<file path="config.mk">
export PLATFORM = sky130hd
export DESIGN_NAME = gnss_health_monitor_core_flat
export DESIGN_NICKNAME = d
export VERILOG_FILES = /design/src/rtl/ghm_pkg.sv /design/src/rtl/ghm_if.sv /design/src/rtl/gnss_health_monitor_core.sv /design/src/rtl/ghm_check_stage.sv /design/src/rtl/ghm_grade_stage.sv /design/src/flat_wrapper.sv
export SDC_FILE = /design/constraint.sdc
export NUM_CORES = 2
export LEC_CHECK = 0
export BUFFER_PORTS_ARGS = -buffer_cell sky130_fd_sc_hd__buf_2
export CORE_MARGIN = 5
export CORE_UTILIZATION = 30
export CTS_BUF_LIST = sky130_fd_sc_hd__clkbuf_4 sky130_fd_sc_hd__clkbuf_8
export CTS_CLUSTER_SIZE = 8
export DETAILED_ROUTE_END_ITERATION = 8
export GPL_ROUTABILITY_DRIVEN = 0
export PLACE_DENSITY = 0.53
export SLEW_MARGIN = 20
export SYNTH_ARGS = -nofsm -noshare
export SYNTH_HDL_FRONTEND = slang
export SYNTH_HIERARCHICAL = 1
export SYNTH_SLANG_ARGS = --single-unit
</file>
<file path="constraint.sdc">
create_clock -name clk -period 18.3 [get_ports clk]
set_input_delay 4.575 -clock clk [delete_from_list [all_inputs] [get_ports clk]]
set_output_delay 4.575 -clock clk [all_outputs]
set_load 0.01 [all_outputs]
</file>
<file path="src/rtl/ghm_pkg.sv">
package ghm_pkg;

  localparam int TIME_BITS_DEF = 48;

  localparam int CFG_IDX_BITS  = 3;
  localparam int CFG_DATA_BITS = 24;

  // configuration register indexes
  localparam logic [CFG_IDX_BITS-1:0] REG_EPH_LIMIT     = 3'd0;
  localparam logic [CFG_IDX_BITS-1:0] REG_EPV_LIMIT     = 3'd1;
  localparam logic [CFG_IDX_BITS-1:0] REG_SACC_LIMIT    = 3'd2;
  localparam logic [CFG_IDX_BITS-1:0] REG_MIN_SATS      = 3'd3;
  localparam logic [CFG_IDX_BITS-1:0] REG_PDOP_LIMIT    = 3'd4;
  localparam logic [CFG_IDX_BITS-1:0] REG_EPH_NEAR_FRAC = 3'd5;
  localparam logic [CFG_IDX_BITS-1:0] REG_STALE_TIMEOUT = 3'd6;
  localparam logic [CFG_IDX_BITS-1:0] REG_HOLD_TIME     = 3'd7;

  // reset values
  localparam logic [15:0] EPH_LIMIT_RST     = 16'd768;
  localparam logic [15:0] EPV_LIMIT_RST     = 16'd1280;
  localparam logic [15:0] SACC_LIMIT_RST    = 16'd128;
  localparam logic [7:0]  MIN_SATS_RST      = 8'd6;
  localparam logic [15:0] PDOP_LIMIT_RST    = 16'd640;
  localparam logic [8:0]  EPH_NEAR_FRAC_RST = 9'd243;
  localparam logic [23:0] STALE_TIMEOUT_RST = 24'd1000000;
  localparam logic [23:0] HOLD_TIME_RST     = 24'd1000000;

  // decode constants
  localparam logic [3:0] FIX_NONE_MAX  = 4'd1;
  localparam logic [3:0] FIX_3D        = 4'd3;
  localparam logic [1:0] LVL_WARN      = 2'd2;
  localparam logic [1:0] LVL_CRIT      = 2'd3;
  localparam logic [3:0] MANY_WARNINGS = 4'd3;
  localparam logic [7:0] SAT_HEADROOM  = 8'd2;

  // relative report codes
  localparam logic [1:0] REL_NONE = 2'd0;
  localparam logic [1:0] REL_OK   = 2'd1;
  localparam logic [1:0] REL_LOST = 2'd2;

  // severity codes
  localparam logic [1:0] SEV_INFO = 2'd0;
  localparam logic [1:0] SEV_WARN = 2'd1;
  localparam logic [1:0] SEV_CRIT = 2'd2;

  typedef struct packed {
    logic [15:0] eph_limit;
    logic [15:0] epv_limit;
    logic [15:0] speed_acc_limit;
    logic [7:0]  min_satellites;
    logic [15:0] pdop_limit;
    logic [8:0]  eph_near_fraction;
    logic [23:0] stale_timeout_us;
    logic [23:0] hold_time_us;
    logic [31:0] pdop_sq;      // pdop_limit squared
    logic [24:0] near_thresh;  // eph_near_fraction * eph_limit
  } cfg_t;

  typedef struct packed {
    logic        gps_new;
    logic [1:0]  rel_report;
    logic        crit;
    logic        fix_fail;
    logic        sat_fail;
    logic        eph_fail;
    logic        epv_fail;
    logic        sacc_fail;
    logic        jam_det;
    logic        spoof_det;
    logic        near_eph;
    logic        near_sats;
    logic [31:0] hdop_sq;
    logic [31:0] vdop_sq;
  } check_t;

endpackage

</file>
<file path="src/rtl/ghm_if.sv">
interface ghm_in_if #(
  parameter int TIME_BITS = ghm_pkg::TIME_BITS_DEF
);
  logic                 valid;
  logic                 ready;
  logic                 gps_new;
  logic [1:0]           rel_report;
  logic [TIME_BITS-1:0] now_us;
  logic [TIME_BITS-1:0] report_time_us;
  logic [3:0]           fix_kind;
  logic [7:0]           sats_used;
  logic [15:0]          horiz_acc;
  logic [15:0]          vert_acc;
  logic [15:0]          speed_acc;
  logic [15:0]          hdop_val;
  logic [15:0]          vdop_val;
  logic [3:0]           interference_state;

  modport source (
    output valid, gps_new, rel_report, now_us, report_time_us, fix_kind, sats_used,
           horiz_acc, vert_acc, speed_acc, hdop_val, vdop_val, interference_state,
    input  ready
  );
  modport sink (
    input  valid, gps_new, rel_report, now_us, report_time_us, fix_kind, sats_used,
           horiz_acc, vert_acc, speed_acc, hdop_val, vdop_val, interference_state,
    output ready
  );
endinterface

interface ghm_out_if;
  logic       valid;
  logic       ready;
  logic       healthy;
  logic [1:0] severity;
  logic       margin;
  logic       raw_failure;

  modport source (output valid, healthy, severity, margin, raw_failure, input ready);
  modport sink (input valid, healthy, severity, margin, raw_failure, output ready);
endinterface

interface ghm_cfg_if;
  logic                               valid;
  logic                               ready;
  logic [ghm_pkg::CFG_IDX_BITS-1:0]   index;
  logic [ghm_pkg::CFG_DATA_BITS-1:0]  data;

  modport source (output valid, index, data, input ready);
  modport sink (input valid, index, data, output ready);
endinterface

</file>
<file path="src/rtl/gnss_health_monitor_core.sv">
// GNSS health monitor. Each request on "report" is one evaluation of the latest
// receiver report: fix type, satellites, eph, epv, speed accuracy, PDOP (sum of
// squared HDOP/VDOP against the squared limit), jamming, spoofing, staleness
// and relative-fix loss are graded into info/warn/critical with a high/low
// margin, and the raw failure goes through a set-after-hold-time filter that
// clears at once. Every request updates the filter and relative-fix state; a
// result request is issued only for reports with gps_new set. Throughput is one
// request per clock unless a result waits; each request passes the input, check
// and result registers in turn. A stall on "result" freezes the whole pipeline,
// so report.ready drops only while a result waits. The user writes limits through
// "cfg" (always ready) only while the block is idle; the block does not enforce
// it. A zero eph/epv/speed/PDOP limit disables that check.
module gnss_health_monitor_core #(
  parameter int TIME_BITS = ghm_pkg::TIME_BITS_DEF
) (
  input logic        clk,
  input logic        rst,
  ghm_cfg_if.sink    cfg,
  ghm_in_if.sink     report,
  ghm_out_if.source  result
);

  // configuration registers
  logic [15:0] eph_limit;
  logic [15:0] epv_limit;
  logic [15:0] speed_acc_limit;
  logic [7:0]  min_satellites;
  logic [15:0] pdop_limit;
  logic [8:0]  eph_near_fraction;
  logic [23:0] stale_timeout_us;
  logic [23:0] hold_time_us;

  // products of limits, refreshed every cycle
  logic [31:0] pdop_sq;
  logic [24:0] near_thresh;

  ghm_pkg::cfg_t        cfg_bus;
  logic                 advance;
  logic                 chk_valid;
  ghm_pkg::check_t      chk;
  logic [TIME_BITS-1:0] chk_now;

  assign cfg.ready = 1'b1;

  always_ff @(posedge clk) begin
    if (rst) begin
      eph_limit         <= ghm_pkg::EPH_LIMIT_RST;
      epv_limit         <= ghm_pkg::EPV_LIMIT_RST;
      speed_acc_limit   <= ghm_pkg::SACC_LIMIT_RST;
      min_satellites    <= ghm_pkg::MIN_SATS_RST;
      pdop_limit        <= ghm_pkg::PDOP_LIMIT_RST;
      eph_near_fraction <= ghm_pkg::EPH_NEAR_FRAC_RST;
      stale_timeout_us  <= ghm_pkg::STALE_TIMEOUT_RST;
      hold_time_us      <= ghm_pkg::HOLD_TIME_RST;
    end else if (cfg.valid) begin
      unique case (cfg.index)
        ghm_pkg::REG_EPH_LIMIT:     eph_limit         <= cfg.data[15:0];
        ghm_pkg::REG_EPV_LIMIT:     epv_limit         <= cfg.data[15:0];
        ghm_pkg::REG_SACC_LIMIT:    speed_acc_limit   <= cfg.data[15:0];
        ghm_pkg::REG_MIN_SATS:      min_satellites    <= cfg.data[7:0];
        ghm_pkg::REG_PDOP_LIMIT:    pdop_limit        <= cfg.data[15:0];
        ghm_pkg::REG_EPH_NEAR_FRAC: eph_near_fraction <= cfg.data[8:0];
        ghm_pkg::REG_STALE_TIMEOUT: stale_timeout_us  <= cfg.data[23:0];
        ghm_pkg::REG_HOLD_TIME:     hold_time_us      <= cfg.data[23:0];
      endcase
    end
  end

  // registered, so the products follow a limit change in the next cycle
  always_ff @(posedge clk) begin
    pdop_sq     <= {16'h0000, pdop_limit} * {16'h0000, pdop_limit};
    near_thresh <= {16'h0000, eph_near_fraction} * {9'h000, eph_limit};
  end

  always_comb begin
    cfg_bus.eph_limit         = eph_limit;
    cfg_bus.epv_limit         = epv_limit;
    cfg_bus.speed_acc_limit   = speed_acc_limit;
    cfg_bus.min_satellites    = min_satellites;
    cfg_bus.pdop_limit        = pdop_limit;
    cfg_bus.eph_near_fraction = eph_near_fraction;
    cfg_bus.stale_timeout_us  = stale_timeout_us;
    cfg_bus.hold_time_us      = hold_time_us;
    cfg_bus.pdop_sq           = pdop_sq;
    cfg_bus.near_thresh       = near_thresh;
  end

  ghm_check_stage #(
    .TIME_BITS (TIME_BITS)
  ) u_check (
    .clk       (clk),
    .rst       (rst),
    .advance   (advance),
    .cfg       (cfg_bus),
    .report    (report),
    .chk_valid (chk_valid),
    .chk       (chk),
    .chk_now   (chk_now)
  );

  ghm_grade_stage #(
    .TIME_BITS (TIME_BITS)
  ) u_grade (
    .clk       (clk),
    .rst       (rst),
    .cfg       (cfg_bus),
    .chk_valid (chk_valid),
    .chk       (chk),
    .chk_now   (chk_now),
    .advance   (advance),
    .result    (result)
  );

  // filtered flag clears at once, so an unhealthy result always has a raw failure
  a_unhealthy_needs_raw: assert property (@(posedge clk) disable iff (rst)
    result.valid |-> (result.healthy || result.raw_failure))
    else $error("unhealthy result without raw failure");

  a_raw_matches_sev: assert property (@(posedge clk) disable iff (rst)
    result.valid |-> ((result.severity != ghm_pkg::SEV_INFO) == result.raw_failure))
    else $error("raw failure disagrees with severity");

  a_crit_low_margin: assert property (@(posedge clk) disable iff (rst)
    (result.valid && (result.severity == ghm_pkg::SEV_CRIT)) |-> result.margin)
    else $error("critical result with high margin");

  // input side stalls only behind a waiting result
  a_stall_cause: assert property (@(posedge clk) disable iff (rst)
    !report.ready |-> (result.valid && !result.ready))
    else $error("report stalled with no pending result");

endmodule

</file>
<file path="src/rtl/ghm_check_stage.sv">
module ghm_check_stage #(
  parameter int TIME_BITS = ghm_pkg::TIME_BITS_DEF
) (
  input  logic                  clk,
  input  logic                  rst,
  input  logic                  advance,
  input  ghm_pkg::cfg_t         cfg,
  ghm_in_if.sink                report,
  output logic                  chk_valid,
  output ghm_pkg::check_t       chk,
  output logic [TIME_BITS-1:0]  chk_now
);

  // input register
  logic                 s1_valid;
  logic                 s1_gps_new;
  logic [1:0]           s1_rel;
  logic [TIME_BITS-1:0] s1_now;
  logic [TIME_BITS-1:0] s1_stamp;
  logic [3:0]           s1_fix;
  logic [7:0]           s1_sats;
  logic [15:0]          s1_eph;
  logic [15:0]          s1_epv;
  logic [15:0]          s1_sacc;
  logic [15:0]          s1_hdop;
  logic [15:0]          s1_vdop;
  logic [3:0]           s1_intf;

  logic [1:0]           jam;
  logic [1:0]           spoof;
  logic [TIME_BITS-1:0] age;
  logic                 stale;
  logic [7:0]           sat_head;
  ghm_pkg::check_t      chk_next;

  assign report.ready = advance;

  always_ff @(posedge clk) begin
    if (rst) begin
      s1_valid <= 1'b0;
    end else if (advance) begin
      s1_valid <= report.valid;
    end
  end

  always_ff @(posedge clk) begin
    if (advance) begin
      s1_gps_new <= report.gps_new;
      s1_rel     <= report.rel_report;
      s1_now     <= report.now_us;
      s1_stamp   <= report.report_time_us;
      s1_fix     <= report.fix_kind;
      s1_sats    <= report.sats_used;
      s1_eph     <= report.horiz_acc;
      s1_epv     <= report.vert_acc;
      s1_sacc    <= report.speed_acc;
      s1_hdop    <= report.hdop_val;
      s1_vdop    <= report.vdop_val;
      s1_intf    <= report.interference_state;
    end
  end

  always_comb begin
    jam   = s1_intf[1:0];
    spoof = s1_intf[3:2];
    // age wraps modulo 2^TIME_BITS, so a future stamp looks very old
    age   = s1_now - s1_stamp;
    stale = (s1_stamp != '0) &&
            (age > {{(TIME_BITS-24){1'b0}}, cfg.stale_timeout_us});
    // only looked at when sats >= minimum, so no wrap matters
    sat_head = s1_sats - cfg.min_satellites;

    chk_next.gps_new    = s1_gps_new;
    chk_next.rel_report = s1_rel;
    chk_next.fix_fail   = s1_fix < ghm_pkg::FIX_3D;
    chk_next.sat_fail   = s1_sats < cfg.min_satellites;
    chk_next.eph_fail   = (cfg.eph_limit != '0) && (s1_eph > cfg.eph_limit);
    chk_next.epv_fail   = (cfg.epv_limit != '0) && (s1_epv > cfg.epv_limit);
    chk_next.sacc_fail  = (cfg.speed_acc_limit != '0) && (s1_sacc > cfg.speed_acc_limit);
    chk_next.jam_det    = jam >= ghm_pkg::LVL_WARN;
    chk_next.spoof_det  = spoof >= ghm_pkg::LVL_WARN;
    chk_next.crit       = stale || (s1_fix <= ghm_pkg::FIX_NONE_MAX) ||
                          (jam == ghm_pkg::LVL_CRIT) || (spoof == ghm_pkg::LVL_CRIT) ||
                          (chk_next.eph_fail && chk_next.sat_fail);
    chk_next.near_eph   = (cfg.eph_limit != '0) &&
                          ({1'b0, s1_eph, 8'h00} > cfg.near_thresh);
    chk_next.near_sats  = (cfg.min_satellites != '0) && !chk_next.sat_fail &&
                          (sat_head <= ghm_pkg::SAT_HEADROOM);
    chk_next.hdop_sq    = {16'h0000, s1_hdop} * {16'h0000, s1_hdop};
    chk_next.vdop_sq    = {16'h0000, s1_vdop} * {16'h0000, s1_vdop};
  end

  always_ff @(posedge clk) begin
    if (rst) begin
      chk_valid <= 1'b0;
    end else if (advance) begin
      chk_valid <= s1_valid;
    end
  end

  always_ff @(posedge clk) begin
    if (advance) begin
      chk     <= chk_next;
      chk_now <= s1_now;
    end
  end

endmodule

</file>
<file path="src/rtl/ghm_grade_stage.sv">
module ghm_grade_stage #(
  parameter int TIME_BITS = ghm_pkg::TIME_BITS_DEF
) (
  input  logic                  clk,
  input  logic                  rst,
  input  ghm_pkg::cfg_t         cfg,
  input  logic                  chk_valid,
  input  ghm_pkg::check_t       chk,
  input  logic [TIME_BITS-1:0]  chk_now,
  output logic                  advance,
  ghm_out_if.source             result
);

  // persistent state
  logic                 filtered_failure;
  logic                 requested_failure;
  logic [TIME_BITS-1:0] request_time_us;
  logic                 rel_seen;
  logic                 rel_fix_lost;

  // output register
  logic       out_valid;
  logic       out_healthy;
  logic [1:0] out_severity;
  logic       out_margin;
  logic       out_raw;

  logic                 rel_new;
  logic                 rel_seen_next;
  logic                 rel_fix_lost_next;
  logic                 pdop_fail;
  logic [3:0]           warn_cnt;
  logic [1:0]           sev;
  logic                 margin;
  logic                 raw;
  logic                 requested_failure_next;
  logic [TIME_BITS-1:0] request_time_us_next;
  logic [TIME_BITS-1:0] elapsed;
  logic                 filtered_failure_next;
  logic                 take;

  assign advance = !out_valid || result.ready;
  assign take    = advance && chk_valid;

  always_comb begin
    rel_new = (chk.rel_report == ghm_pkg::REL_OK) || (chk.rel_report == ghm_pkg::REL_LOST);
    rel_seen_next     = rel_new ? 1'b1 : rel_seen;
    rel_fix_lost_next = rel_new ? (chk.rel_report == ghm_pkg::REL_LOST) : rel_fix_lost;

    pdop_fail = (cfg.pdop_limit != '0) &&
                (({1'b0, chk.hdop_sq} + {1'b0, chk.vdop_sq}) > {1'b0, cfg.pdop_sq});

    warn_cnt = 4'(chk.fix_fail) + 4'(chk.sat_fail) + 4'(chk.eph_fail) +
               4'(chk.epv_fail) + 4'(chk.sacc_fail) + 4'(pdop_fail) +
               4'(chk.jam_det) + 4'(chk.spoof_det) +
               4'(rel_seen_next && rel_fix_lost_next);

    if (chk.crit) begin
      sev    = ghm_pkg::SEV_CRIT;
      margin = 1'b1;
    end else if (warn_cnt != '0) begin
      sev    = ghm_pkg::SEV_WARN;
      margin = warn_cnt >= ghm_pkg::MANY_WARNINGS;
    end else begin
      sev    = ghm_pkg::SEV_INFO;
      margin = chk.near_eph || chk.near_sats;
    end
    raw = sev != ghm_pkg::SEV_INFO;

    // set-after-hold, clear at once
    requested_failure_next = requested_failure;
    request_time_us_next   = request_time_us;
    if (raw != filtered_failure) begin
      if (raw != requested_failure) begin
        requested_failure_next = raw;
        request_time_us_next   = chk_now;
      end
    end else begin
      requested_failure_next = filtered_failure;
    end
    elapsed = chk_now - request_time_us_next;
    filtered_failure_next = filtered_failure;
    if (requested_failure_next != filtered_failure) begin
      if (filtered_failure) begin
        filtered_failure_next = 1'b0;
      end else if (elapsed >= {{(TIME_BITS-24){1'b0}}, cfg.hold_time_us}) begin
        filtered_failure_next = 1'b1;
      end
    end
  end

  always_ff @(posedge clk) begin
    if (rst) begin
      filtered_failure  <= 1'b0;
      requested_failure <= 1'b0;
      request_time_us   <= '0;
      rel_seen          <= 1'b0;
      rel_fix_lost      <= 1'b0;
    end else if (take) begin
      filtered_failure  <= filtered_failure_next;
      requested_failure <= requested_failure_next;
      request_time_us   <= request_time_us_next;
      rel_seen          <= rel_seen_next;
      rel_fix_lost      <= rel_fix_lost_next;
    end
  end

  always_ff @(posedge clk) begin
    if (rst) begin
      out_valid <= 1'b0;
    end else if (advance) begin
      out_valid <= chk_valid && chk.gps_new;
    end
  end

  always_ff @(posedge clk) begin
    if (take && chk.gps_new) begin
      out_healthy  <= !filtered_failure_next;
      out_severity <= sev;
      out_margin   <= margin;
      out_raw      <= raw;
    end
  end

  assign result.valid       = out_valid;
  assign result.healthy     = out_healthy;
  assign result.severity    = out_severity;
  assign result.margin      = out_margin;
  assign result.raw_failure = out_raw;

endmodule

</file>
<file path="src/flat_wrapper.sv">
// flat-port wrapper written by rule: the top's interface ports become plain ports
module gnss_health_monitor_core_flat 
#(
  parameter int TIME_BITS = ghm_pkg::TIME_BITS_DEF
)
  (clk, rst, cfg_valid, cfg_index, cfg_data, cfg_ready, report_valid, report_gps_new, report_rel_report, report_now_us, report_report_time_us, report_fix_kind, report_sats_used, report_horiz_acc, report_vert_acc, report_speed_acc, report_hdop_val, report_vdop_val, report_interference_state, report_ready, result_valid, result_healthy, result_severity, result_margin, result_raw_failure, result_ready);
  ghm_cfg_if cfg_i ();
  ghm_in_if #(.TIME_BITS(TIME_BITS)) report_i ();
  ghm_out_if result_i ();
  input logic clk;
  input logic rst;
  input wire logic [$bits(cfg_i.valid)-1:0] cfg_valid;
  input wire logic [$bits(cfg_i.index)-1:0] cfg_index;
  input wire logic [$bits(cfg_i.data)-1:0] cfg_data;
  output wire logic [$bits(cfg_i.ready)-1:0] cfg_ready;
  input wire logic [$bits(report_i.valid)-1:0] report_valid;
  input wire logic [$bits(report_i.gps_new)-1:0] report_gps_new;
  input wire logic [$bits(report_i.rel_report)-1:0] report_rel_report;
  input wire logic [$bits(report_i.now_us)-1:0] report_now_us;
  input wire logic [$bits(report_i.report_time_us)-1:0] report_report_time_us;
  input wire logic [$bits(report_i.fix_kind)-1:0] report_fix_kind;
  input wire logic [$bits(report_i.sats_used)-1:0] report_sats_used;
  input wire logic [$bits(report_i.horiz_acc)-1:0] report_horiz_acc;
  input wire logic [$bits(report_i.vert_acc)-1:0] report_vert_acc;
  input wire logic [$bits(report_i.speed_acc)-1:0] report_speed_acc;
  input wire logic [$bits(report_i.hdop_val)-1:0] report_hdop_val;
  input wire logic [$bits(report_i.vdop_val)-1:0] report_vdop_val;
  input wire logic [$bits(report_i.interference_state)-1:0] report_interference_state;
  output wire logic [$bits(report_i.ready)-1:0] report_ready;
  output wire logic [$bits(result_i.valid)-1:0] result_valid;
  output wire logic [$bits(result_i.healthy)-1:0] result_healthy;
  output wire logic [$bits(result_i.severity)-1:0] result_severity;
  output wire logic [$bits(result_i.margin)-1:0] result_margin;
  output wire logic [$bits(result_i.raw_failure)-1:0] result_raw_failure;
  input wire logic [$bits(result_i.ready)-1:0] result_ready;
  assign cfg_i.valid = cfg_valid;
  assign cfg_i.index = cfg_index;
  assign cfg_i.data = cfg_data;
  assign cfg_ready = cfg_i.ready;
  assign report_i.valid = report_valid;
  assign report_i.gps_new = report_gps_new;
  assign report_i.rel_report = report_rel_report;
  assign report_i.now_us = report_now_us;
  assign report_i.report_time_us = report_report_time_us;
  assign report_i.fix_kind = report_fix_kind;
  assign report_i.sats_used = report_sats_used;
  assign report_i.horiz_acc = report_horiz_acc;
  assign report_i.vert_acc = report_vert_acc;
  assign report_i.speed_acc = report_speed_acc;
  assign report_i.hdop_val = report_hdop_val;
  assign report_i.vdop_val = report_vdop_val;
  assign report_i.interference_state = report_interference_state;
  assign report_ready = report_i.ready;
  assign result_valid = result_i.valid;
  assign result_healthy = result_i.healthy;
  assign result_severity = result_i.severity;
  assign result_margin = result_i.margin;
  assign result_raw_failure = result_i.raw_failure;
  assign result_i.ready = result_ready;
  gnss_health_monitor_core #(.TIME_BITS(TIME_BITS)) u_core (.clk(clk), .rst(rst), .cfg(cfg_i), .report(report_i), .result(result_i));
endmodule
</file>
# [Yosys cells after proc, flatten, opt, wreduce, memory -nomap -nowiden]
# Index checks and enable logic that the tools add are counted.
[op_classes] addsub=12 mul=4 magnitude_cmp=14 n_eq_ne=14 mux=12 reduce_logical=40
[op_table] operator="16-bit by 16-bit multiplier with 32-bit output" n=3
[op_table] operator="48-bit two-way mux" n=2
[op_table] operator="48-bit subtractor" n=2
[op_table] operator="16-bit nonzero test" n=4
[op_table] operator="48-bit by 24-bit >= comparator with 1-bit output" n=1
[op_table] operator="16-bit greater-than comparator" n=3
[op_table] operator="48-bit by 24-bit greater-than comparator with 1-bit output" n=1
[op_table] operator="48-bit nonzero test" n=1
[op_table] operator="32-bit by 32-bit adder with 33-bit output" n=1
[op_table] operator="33-bit by 32-bit greater-than comparator with 1-bit output" n=1
[op_table] operator="24-bit by 25-bit greater-than comparator with 1-bit output" n=1
[op_table] operator="9-bit by 16-bit multiplier with 25-bit output" n=1
[op_table] operator="4-bit by 1-bit adder with 4-bit output" n=5
[op_table] operator="2-bit AND reduction" n=8
[op_table] operator="1-bit logical AND" n=13
[op_table] operator="3-bit equality test (second input constant)" n=4
[op_table] operator="1-bit two-way mux" n=9
[op_table] operator="8-bit by 2-bit less-or-equal comparator with 1-bit output (second input constant)" n=1
[op_table] operator="8-bit less-than comparator" n=1
[op_table] operator="8-bit nonzero test" n=1
[op_table] operator="8-bit subtractor" n=1
[op_table] operator="1-bit logical OR" n=7
[op_table] operator="2-bit equality test (second input constant)" n=3
[op_table] operator="3-bit by 2-bit equality test with 1-bit output (second input constant)" n=2
[op_table] operator="other kinds (15)" n=20
[totals] regBits=566 input_bits=227 output_inout_bits=8 wordCells=145

# [Longest topological paths before layout]
[depth] word_depth=21 mapped_depth=58 ltp_nobuf=57

# [Cells and area by module]
# The synthesis kept the hierarchy.
[by_module_without_submodules] module="ghm_check_stage" n_inst=1 cells_per_inst=2761 area_per_inst_um2=29568.4 seq_area_each_um2=9589.2
[by_module_without_submodules] module="gnss_health_monitor_core" n_inst=1 cells_per_inst=2040 area_per_inst_um2=17658.2 seq_area_each_um2=3703.6
[by_module_without_submodules] module="ghm_grade_stage" n_inst=1 cells_per_inst=1120 area_per_inst_um2=8577.0 seq_area_each_um2=1211.2

# [Least setup slack after synthesis]
# OpenSTA, ideal clock, no wires.
[synth_path] kind="input to output" startpoint="input port result_ready" endpoint="output port report_ready" t_arrival_ps=13166 required_ps=13725 slack_ps=559 cell_stages=2 n_path_buf=1 cell_sequence="nand2b_1 -> buf_4"
[synth_via] elab_chain_cells=1
[synth_rtl] element="from (decl)" line_no="flat_wrapper.sv:35" source="input wire logic [$bits(result_i.ready)-1:0] result_ready;"
[synth_rtl] element="1-bit logical OR" line_no="ghm_grade_stage.sv:42" source="assign advance = !out_valid || result.ready;"
[synth_rtl] element="to (decl)" line_no="flat_wrapper.sv:29" source="output wire logic [$bits(report_i.ready)-1:0] report_ready;"
# Every way passes these cells.

# [Worst setup path in the final report]
[layout_path] startpoint="register, netlist name u_core/u_check/chk[9]" endpoint="register u_core.u_grade.filtered_failure"
[layout_via] elab_chain_cells=19 word_cells_on_any_way=23 classes_between="add/sub (6); order compare (2); eq/ne (3); mux (9); reduce/logical (3)"
[layout_rtl] element="32-bit by 32-bit adder with 33-bit output (*)" line_no="ghm_grade_stage.sv:51" source="(({1'b0, chk.hdop_sq} + {1'b0, chk.vdop_sq}) > {1'b0, cfg.pdop_sq});"
[layout_rtl] element="33-bit by 32-bit greater-than comparator with 1-bit output (*)" line_no="ghm_grade_stage.sv:51"
[layout_rtl] element="1-bit logical AND (*)" line_no="ghm_grade_stage.sv:50" source="pdop_fail = (cfg.pdop_limit != '0) &&"
[layout_rtl] element="4-bit by 1-bit adder with 4-bit output (*) (2 in a row)" line_no="ghm_grade_stage.sv:54" source="4'(chk.epv_fail) + 4'(chk.sacc_fail) + 4'(pdop_fail) +"
[layout_rtl] element="4-bit by 1-bit adder with 4-bit output (*) (2 in a row)" line_no="ghm_grade_stage.sv:55" source="4'(chk.jam_det) + 4'(chk.spoof_det) +"
[layout_rtl] element="4-bit nonzero test (*)" line_no="ghm_grade_stage.sv:61" source="end else if (warn_cnt != '0) begin"
[layout_rtl] element="1-bit two-way mux (*)" line_no="ghm_grade_stage.sv:61"
[layout_rtl] element="2-bit two-way mux (*)" line_no="ghm_grade_stage.sv:58" source="if (chk.crit) begin"
[layout_rtl] element="(+1 left out)"
[layout_rtl] element="net u_core.u_grade.raw" line_no="ghm_grade_stage.sv:35" source="logic raw;"
[layout_rtl] element="(+1 left out)"
[layout_rtl] element="48-bit two-way mux" line_no="ghm_grade_stage.sv:74" source="if (raw != requested_failure) begin"
[layout_rtl] element="48-bit two-way mux (*)" line_no="ghm_grade_stage.sv:73" source="if (raw != filtered_failure) begin"
[layout_rtl] element="net u_core.u_grade.request_time_us_next[0]" line_no="ghm_grade_stage.sv:37" source="logic [TIME_BITS-1:0] request_time_us_next;"
[layout_rtl] element="48-bit subtractor (*)" line_no="ghm_grade_stage.sv:81" source="elapsed = chk_now - request_time_us_next;"
[layout_rtl] element="48-bit by 24-bit >= comparator with 1-bit output (*)" line_no="ghm_grade_stage.sv:86" source="end else if (elapsed >= {{(TIME_BITS-24){1'b0}}, cfg.hold_time_us}) begin"
[layout_rtl] element="1-bit two-way mux (*)" line_no="ghm_grade_stage.sv:86"
[layout_rtl] element="1-bit two-way mux (*)" line_no="ghm_grade_stage.sv:84" source="if (filtered_failure) begin"
[layout_rtl] element="1-bit two-way mux (*)" line_no="ghm_grade_stage.sv:83" source="if (requested_failure_next != filtered_failure) begin"
[layout_rtl] element="to (signal assigned)" line_no="ghm_grade_stage.sv:100" source="filtered_failure <= filtered_failure_next;"
[layout_rtl] element="to (decl)" line_no="ghm_grade_stage.sv:15" source="logic filtered_failure;"
# Mark *: on every way through the listed nets, which the timed path passes. The rest lies on a longest branch.
# A chain may end at the register's enable or synchronous reset.

==> impl_metrics.json <==
{
  "synthXorXnorAreaFrac": 0.0339,
  "critPathMostFrequentCell": "a21oi_1",
  "reg2reg_to": "u_core/u_grade/filtered_failure",
  "hold_path_class": "reg -> reg",
  "synth-edff-count": 323,
  "cp-end-kind": "flip-flop",
  "cp_data_required_time_ns": 19.01,
  "regArea_um2": 14500,
  "hp-start": "u_core/u_check/s1_rel[1]",
  "vdd_drop_max_mv": 0.263,
  "die-area_um2": 195000,
  "outcome": "completed",
  "crit_path_max_incr_delay_ns": 0.59,
  "viasPerCell": 4.74,
  "synth_compound_gate_area_share": 0.114,
  "tns_ns": 0,
  "power_density_nw_per_um2": 139,
  "rows": 158,
  "finalPower_uw": 8630,
  "io_pins": 235,
  "reg2regPathDepth": 52,
  "area_delta_synth_final_pct": 11.2,
  "mappedNetlistArea_um2": 55800,
  "cp_max_fo": 49,
  "nets": 7564,
  "grt.total_usage": 0.159,
  "grt_max_degree": 114,
  "synth.most_common_cell": "inv_1",
  "critPathArrivalTime_ns": 14.83,
  "tightestPinTransition_ns": 1.11,
  "slowest_stage": "o41ai_1",
  "htreeDepth": 3,
  "cts_tree": "built",
  "netlist_instances": 5921,
  "postLayoutCellArea_um2": 62000,
  "synth.distinct_cells": 101,
  "yosys.area.top_type_share": 0.216,
  "first_global_vias": 43130,
  "synth_area_leaders": "fa_1, edfxtp_1, ha_1",
  "multi_input_area_um2": 36400,
  "final_antenna_net_count": 0,
  "clk_pin_slew_ns": 0.06,
  "placed_area_um2": 59600,
  "r2r_start": "u_core/u_check/chk[9]",
  "clk_latency_ns": 0.85,
  "start_kind": "flip-flop",
  "fin_crit_sh": 0.772,
  "synth_warnings": 6,
  "rsz0062_at_grt": "false",
  "fp.dieH_um": 441,
  "async_reset_ff_frac": 0,
  "grt_first_pass_wirelength_mm": 243,
  "crit_type": "reg -> reg",
  "io_buffers": 233,
  "cts_resized": 0,
  "drc": 0,
  "synth_flop_cell": "edfxtp_1",
  "first_pass_iters": 8,
  "hold_buffers": 0,
  "yosys.area.top_type": "fa_1",
  "muxShareOfSynthArea": 0.0118,
  "drtIter0Drc": 2019,
  "syn_avg_cell_area_um2": 9.42,
  "ys_seq_elements": 563,
  "initial_core_util": 0.301,
  "relSlewSlack": 0.253,
  "synth_top_family_by_area": "adder cells",
  "core_um2": 185000,
  "leakage_uw": 0.0292,
  "cts.path.max_buffers": 3,
  "drive_gt1_frac": 0.0835,
  "period_needed_ns": 14.12,
  "hold_viol": 0,
  "endpoint": "u_core/u_grade/filtered_failure",
  "cts_made_buffers": 106,
  "antenna_found_initial": 11,
  "yosys-top-cells-count": "inv_1, nand2_1, ha_1",
  "grt.overflow.total": 0,
  "cts.sinks": 563,
  "reg2reg_slack_ns": 4.18,
  "fmax_ghz": 0.0708,
  "startpoint": "u_core/u_check/chk[9]",
  "drv_slew": 0,
  "synth-simple-area-share": 0.135,
  "postCtsSetupBuffers": 0,
  "fin_skew_ns": 0.0807,
  "wl_mm": 155,
  "dp_hpwl_mm": 124,
  "clockRootBuffer": "clkbuf_8",
  "synth_fa_ha_area_frac": 0.357,
  "die_width_um": 441,
  "drv_cap": 0,
  "synth-seq-area-share": 0.260,
  "vias": 41164,
  "wire_per_inst_um": 17.8,
  "fillers": 19139,
  "finalSetupViolCount": 0
}
## worst min-delay path by stage
stage,endpoint,slack [ns],cells after the start
after floorplan,u_core/pdop_sq[0],0.39,0
after global routing,u_core/u_check/chk[75],0.43,0
final,u_core/u_check/chk[75],0.42,0
after global placement,u_core/u_check/chk[74],0.41,0
after detailed placement,u_core/u_check/chk[75],0.41,0
after CTS,u_core/u_check/chk[75],0.43,0
## routing by layer
metal  vias up  track usage  routed length, um
met5         -            0                 20
met3       265       0.0197               5410
met1     20132        0.198              65900
li1      19911            -                  -
met2       854        0.278              76100
met4         2       0.0664               7150
## power by group
part / leakage, uW / internal (uW) / switching [uW]
registers: 0.00536 / 1690 / 101
logic: 0.0225 / 2210 / 3200
clock network: 0.00126 / 826 / 605
total: 0.0292 / 4730 / 3900
## cell usage in the layout, fill, tap and decap left out, types with 21 or more instances in the layout
cell      count
fa_1        602
ha_1        628
nor3_1       41
nand2b_1     47
nand4_1      70
xnor2_1     150
buf_2       232
nor2_1      247
inv_1      1100
nand2_1     660
a21oi_1     365
mux2i_1      60
edfxtp_1    323
nand3b_1     27
o21bai_1     26
nor4_1       48
nor2b_1      59
a21o_1      129
o211ai_1     21
clkbuf_8    119
a211oi_1     78
dfxtp_1     240
clkbuf_4     34
and3_1       23
nand3_1      53
a31oi_1      22
o21ai_0     135
o21a_1       40
xor2_1       66
and2_1      211
buf_4        35
## critical path: cells and delay by family, from the launching register on
kind            cells  cell delay [ns]
fa+ha+maj           9             3.16
simple gates       10             2.51
xor+xnor            2             0.24
compound gates     27             7.05
buf+inv             4             0.60
flops               1             0.36
## kinds of logic after synthesis
group | count (synthesis)
xor+xnor | 216
mux | 65
compound gates | 988
other cells | 3
buf+inv | 1291
flops | 563
fa+ha+maj | 1231
simple gates | 1564
## area by class of cell
class | count | area share
multi-input combinational | 4068 | 0.587
sequential | 563 | 0.234
inverter | 1100 | 0.0666
tap | 2480 | 0.0500
clock buffer | 153 | 0.0305
timing repair buffer | 268 | 0.0231
clock inverter | 42 | 0.00869
antenna | 5 | 0.000202
## sequential cells by signal, indices dropped and copies added, names as in the netlist, 4 cells and up
name and flops:
u_core/pdop_limit 16, u_core/u_check/s1_vdop 16, u_core/speed_acc_limit 16, u_core/u_grade/request_time_us 48, u_core/u_check/s1_stamp 48, u_core/u_check/chk 75
u_core/u_check/s1_sats 8, u_core/u_check/s1_now 48, u_core/eph_limit 16, u_core/epv_limit 16, u_core/near_thresh 25, u_core/u_check/s1_eph 16
u_core/pdop_sq 31, u_core/u_check/s1_sacc 16, u_core/u_check/s1_intf 4, u_core/u_check/chk_now 48, u_core/eph_near_fraction 9, u_core/min_satellites 8
u_core/u_check/s1_epv 16, u_core/u_check/s1_fix 4, u_core/u_check/s1_hdop 16, u_core/hold_time_us 24, u_core/stale_timeout_us 24
## through the flow
step	utilization	std cells	setup slack [ns]	hold WS (ns)
2_1_floorplan	-	5922	0.559	0.385
3_3_place_gp	0.322	8479	4.39	0.408
3_5_place_dp	0.322	8479	4.20	0.412
4_1_cts	0.335	8674	4.11	0.425
5_1_grt	0.335	8676	2.90	0.433
6_report	0.335	8679	4.18	0.422
(Power assumes the default switching activity.)
